==> config.mk <==
export PLATFORM = sky130hd
export DESIGN_NAME = pift_cell
export DESIGN_NICKNAME = d
export VERILOG_FILES = /design/src/hw/rtl/point_in_figure_table_test_top_defines.svh /design/src/hw/rtl/pift_pkg.sv /design/src/hw/rtl/pift_cell.sv
export SDC_FILE = /design/constraint.sdc
export NUM_CORES = 1
export LEC_CHECK = 0
export ABC_AREA = 0
export ABC_CLOCK_PERIOD_IN_PS = 4200
export BUFFER_PORTS_ARGS = -buffer_cell sky130_fd_sc_hd__buf_2
export CORE_AREA = 2 2 230 232
export DETAILED_ROUTE_END_ITERATION = 16
export DIE_AREA = 0 0 232 234
export GPL_TIMING_DRIVEN = 0
export PLACE_DENSITY = 0.46
export RECOVER_POWER = 25
export SLEW_MARGIN = 25
export SYNTH_ARGS = -nofsm -noshare
export SYNTH_HDL_FRONTEND = slang
export SYNTH_SLANG_ARGS = --single-unit
==> constraint.sdc <==
create_clock -name clk -period 4.2 [get_ports clk]
set_clock_uncertainty 0.15 [all_clocks]
set_input_delay 0.84 -clock clk [delete_from_list [all_inputs] [get_ports clk]]
set_output_delay 0.84 -clock clk [all_outputs]
set_load 0.03 [all_outputs]
==> src/hw/rtl/point_in_figure_table_test_top_defines.svh <==
// Assertion macros shared by the figure table block.
`ifndef POINT_IN_FIGURE_TABLE_TEST_TOP_DEFINES_SVH
`define POINT_IN_FIGURE_TABLE_TEST_TOP_DEFINES_SVH

// The consequent must hold in the same cycle as the antecedent.
`define PIFT_ASSERT_SAME(lbl, ante, cons, msg) \
  lbl: assert property (@(posedge clk) disable iff (rst) (ante) |-> (cons)) \
    else $error(msg);

// The consequent must hold in the cycle after the antecedent.
`define PIFT_ASSERT_NEXT(lbl, ante, cons, msg) \
  lbl: assert property (@(posedge clk) disable iff (rst) (ante) |=> (cons)) \
    else $error(msg);

`endif

==> src/hw/rtl/pift_pkg.sv <==
// Types, codes and helper functions of the figure table block.
package pift_pkg;

  localparam int MAX_FIGURES_DEF = 16;
  localparam int FIG_NUM_W = 5;
  localparam int PNUM_W = 16;

  localparam logic [1:0] CMD_CLEAR = 2'd0;
  localparam logic [1:0] CMD_ADD   = 2'd1;
  localparam logic [1:0] CMD_QUERY = 2'd2;

  localparam logic [1:0] KIND_RECT   = 2'd0;
  localparam logic [1:0] KIND_CIRCLE = 2'd1;
  localparam logic [1:0] KIND_TRI    = 2'd2;

  localparam logic [2:0] ST_HIT     = 3'd0;
  localparam logic [2:0] ST_MISS    = 3'd1;
  localparam logic [2:0] ST_ADDED   = 3'd2;
  localparam logic [2:0] ST_FULL    = 3'd3;
  localparam logic [2:0] ST_CLEARED = 3'd4;

  typedef logic signed [31:0] coord_t;

  typedef struct packed {
    logic [1:0]       kind;
    logic [5:0][31:0] c;
  } fig_t;

  typedef struct packed {
    logic start;
    logic ack;
  } tst_ctrl_t;

  typedef struct packed {
    logic busy;
    logic done;
    logic hit;
  } tst_stat_t;

  function automatic logic signed [32:0] sdiff(logic [31:0] a, logic [31:0] b);
    return $signed({a[31], a}) - $signed({b[31], b});
  endfunction

endpackage

==> src/hw/rtl/pift_cell.sv <==
// One storage cell of the figure chain.
module pift_cell (
  input  logic          clk,
  input  logic          load,
  input  pift_pkg::fig_t load_fig,
  input  logic          shift,
  input  pift_pkg::fig_t shift_in,
  output pift_pkg::fig_t fig
);
  import pift_pkg::*;

  always_ff @(posedge clk) begin
    if (load) begin
      fig <= load_fig;
    end else if (shift) begin
      fig <= shift_in;
    end
  end
endmodule

==> impl_results.md <==
* Die area at 54300 um2
* Peak VDD IR at 0.233 mV
* Number of global-route vias before repair at 6146
* Residual DRC at 0
* Max transition margin at 43.5%
* CP max stage cell: clkbuf_1
* Fin crit period at 3.06 ns
* Synthesized area per cell at 21.4 um2
* Area Overhead vs Synth at 45.2%
* Clk pwr share at 31.5%
* Hold path depth at 2
* Number of setup buffers added after CTS at 0
* DIE HEIGHT at 234 um
* DPL Wire Length at 22500 um
* Vias per cell at 3.51
* Buffer and inverter count on the worst path at 5
* WL/cell at 16.1 um
* Global-route wire length before repair at 37600 um
* GP Congestion at 0.750
* Flops & latches, synth at 194
* Most frequent CP cell: clkbuf_1
* TritonCTS clock tree: yes
* Worst hold path class: input port to flip-flop
* Max reg flops at 194
* Cts hold-fix bufs at 0
* Register area share after synthesis at 66.2%
* Biggest regs: fig: 194 flops
* Total grt overflow at 0
* Synth Cell Area at 8800 um2
* H-Tree Depth at 4
* Count of input and output buffers at 583
* Setup TNS at 0 ns
* GRT Total Usage at 9.72%
* CP Launch Type: input port
* # setup viols final at 0
* Worst-path fanout max at 48
* Finished Core Util at 24.6%
* Clock-pin slew on the worst setup and hold paths at 0.08 ns
* Final Hold Vio Count at 0
* Finished layout cell area at 12800 um2
* Post-Synthesis Net Count at 802
* CP max stage delay at 0.66 ns
* Most flop-heavy register: fig
* CTS resizes at 0
* Leakage at 5.64 nW
* Final Cycle Share at 72.9%
* Library cells used by synthesis at 6
* Final ANT Viol Nets at 0
* Post-synthesis instance total at 411
* Clock Sinks at 194
* MaxCap Viol Count at 0
* First DRT Iteration DRCs at 152
* Worst Path Arrival at 3.06 ns
* Crit path capture type: flip-flop
* Sw frac at 29.5%
* Placed Area at 12700 um2
* Seq. cell area at 5830 um2
* Pint at 3.67 mW
* Clock Path Buffers at 2
* IO Count at 585
* Ordered list of cells on the worst path: clkbuf_1 > clkbuf_1 > buf_6 > or2_4 > buf_12 > buf_16
* Delay-heaviest family, CP: buffers and inverters
* Critical Path RT at 4.20 ns
* Ys Warns at 0
* Nets at 1408
* Initial Utilization at 16.9%
* P_sw at 1.53 mW
* # diodes at 0
* Core ar. at 52000 um2
* Area leader, netlist: edfxtp_1
* Pins Over Slew Limit at 0
* Worst Tran Pin Value at 0.848 ns
* Synth top area cells: edfxtp_1 (66%), mux2_4 (25%), mux2_2 (5.8%)
* Clock Tree Root: clkbuf_16
* Largest net degree at the start of global routing at 51
* Initial antenna violation count at 0
* Cts bufs inserted at 17
* Chip width at 232 um
* Worst Hold End: fig[138]
* Pwr Density at 407 nW/um2
* Combinational cell fraction of total power at 21.9%
* 1st-pass router iterations at 4
* CP Class: input port to flip-flop
* Cell row count at 84
* RSZ-0062 raised after global routing: no
* Via count at 6022
* Hold path start: shift_in[138]
* Multi-input logic area at 2390 um2
* Outcome: finished, final reports clean
* Reg power frac at 46.6%
* Layout cell share with drive strength beyond 1 at 69.5%
* Top cell type's share of synthesized area at 66.2%
* Fillcell total at 5614
* Max frequency at 0.327 GHz
* Final WL at 27600 um
worst max-delay path by stage:
stage / slack (ns) / startpoint / depth (start not counted) / to
6_report: 1.14 / load / 6 / fig[90]
3_5_place_dp: 1.30 / load / 6 / fig[58]
4_1_cts: 1.85 / load / 6 / fig[90]
5_1_grt: 1.03 / load / 6 / fig[90]
2_1_floorplan: 0.94 / load / 4 / fig[0]
3_3_place_gp: 0.02 / load / 4 / fig[50]
routing by layer:
| metal | GRT usage, % | vias to the layer above | share of wire [%] |
|---|---|---|---|
| met5 | 0 | - | 0 |
| li1 | - | 2834 | - |
| met2 | 17.3 | 349 | 51 |
| met4 | 3.33 | 0 | 1.3 |
| met3 | 4.88 | 16 | 11 |
| met1 | 9.84 | 2823 | 37 |
power by group through the flow:
| stage | clock (mW) | combinational [mW] | sequential [mW] |
|---|---|---|---|
| 5_1_grt | 1.79 | 1.21 | 2.45 |
| 3_5_place_dp | 0 | 1.24 | 2.47 |
| 3_3_place_gp | 0 | 1.23 | 2.47 |
| 2_1_floorplan | 0 | 0.303 | 2.92 |
| 6_report | 1.64 | 1.14 | 2.43 |
| 4_1_cts | 1.73 | 1.25 | 2.43 |
cell usage after synthesis (all sizes together):
cell	count
buf	22
edfxtp	194
mux2	194
or2	1
cell families after synthesis:
kind of cell,after synthesis,share of synthesized area (%)
buffers and inverters,22,2.53
DFF,194,66.2
muxes,194,31.2
and+or+nand+nor,1,0.0711
area by class of cell:
cell class | instances | share of cell area (%)
buffer | 22 | 0.833
clock buffer | 20 | 3.42
clock inverter | 12 | 1.03
multi-input combinational | 195 | 18.7
sequential | 194 | 45.6
tap | 688 | 6.74
timing repair buffer | 587 | 23.6
placed cells by master, fill, tap and decap left out, types with 3 or more instances in the layout:
| master | count |
|---|---|
| mux2_1 | 97 |
| clkbuf_1 | 21 |
| inv_6 | 3 |
| edfxtp_1 | 194 |
| mux2_2 | 44 |
| buf_16 | 3 |
| buf_2 | 584 |
| buf_6 | 3 |
| clkbuf_16 | 17 |
| mux2_4 | 53 |
stage by stage:
| step | setup WS [ns] | hold slack [ns] | power, mW | instances |
|---|---|---|---|---|
| final | 1.14 | 0.499 | 5.20 | 1718 |
| after global routing | 1.03 | 0.454 | 5.44 | 1718 |
| after CTS | 1.85 | 0.451 | 5.41 | 1718 |
| after detailed placement | 1.30 | 0.993 | 3.72 | 1686 |
| after global placement | 0.0177 | 0.991 | 3.70 | 1682 |
| after floorplan | 0.940 | 0.907 | 3.23 | 411 |
(Power assumes the default switching activity.)
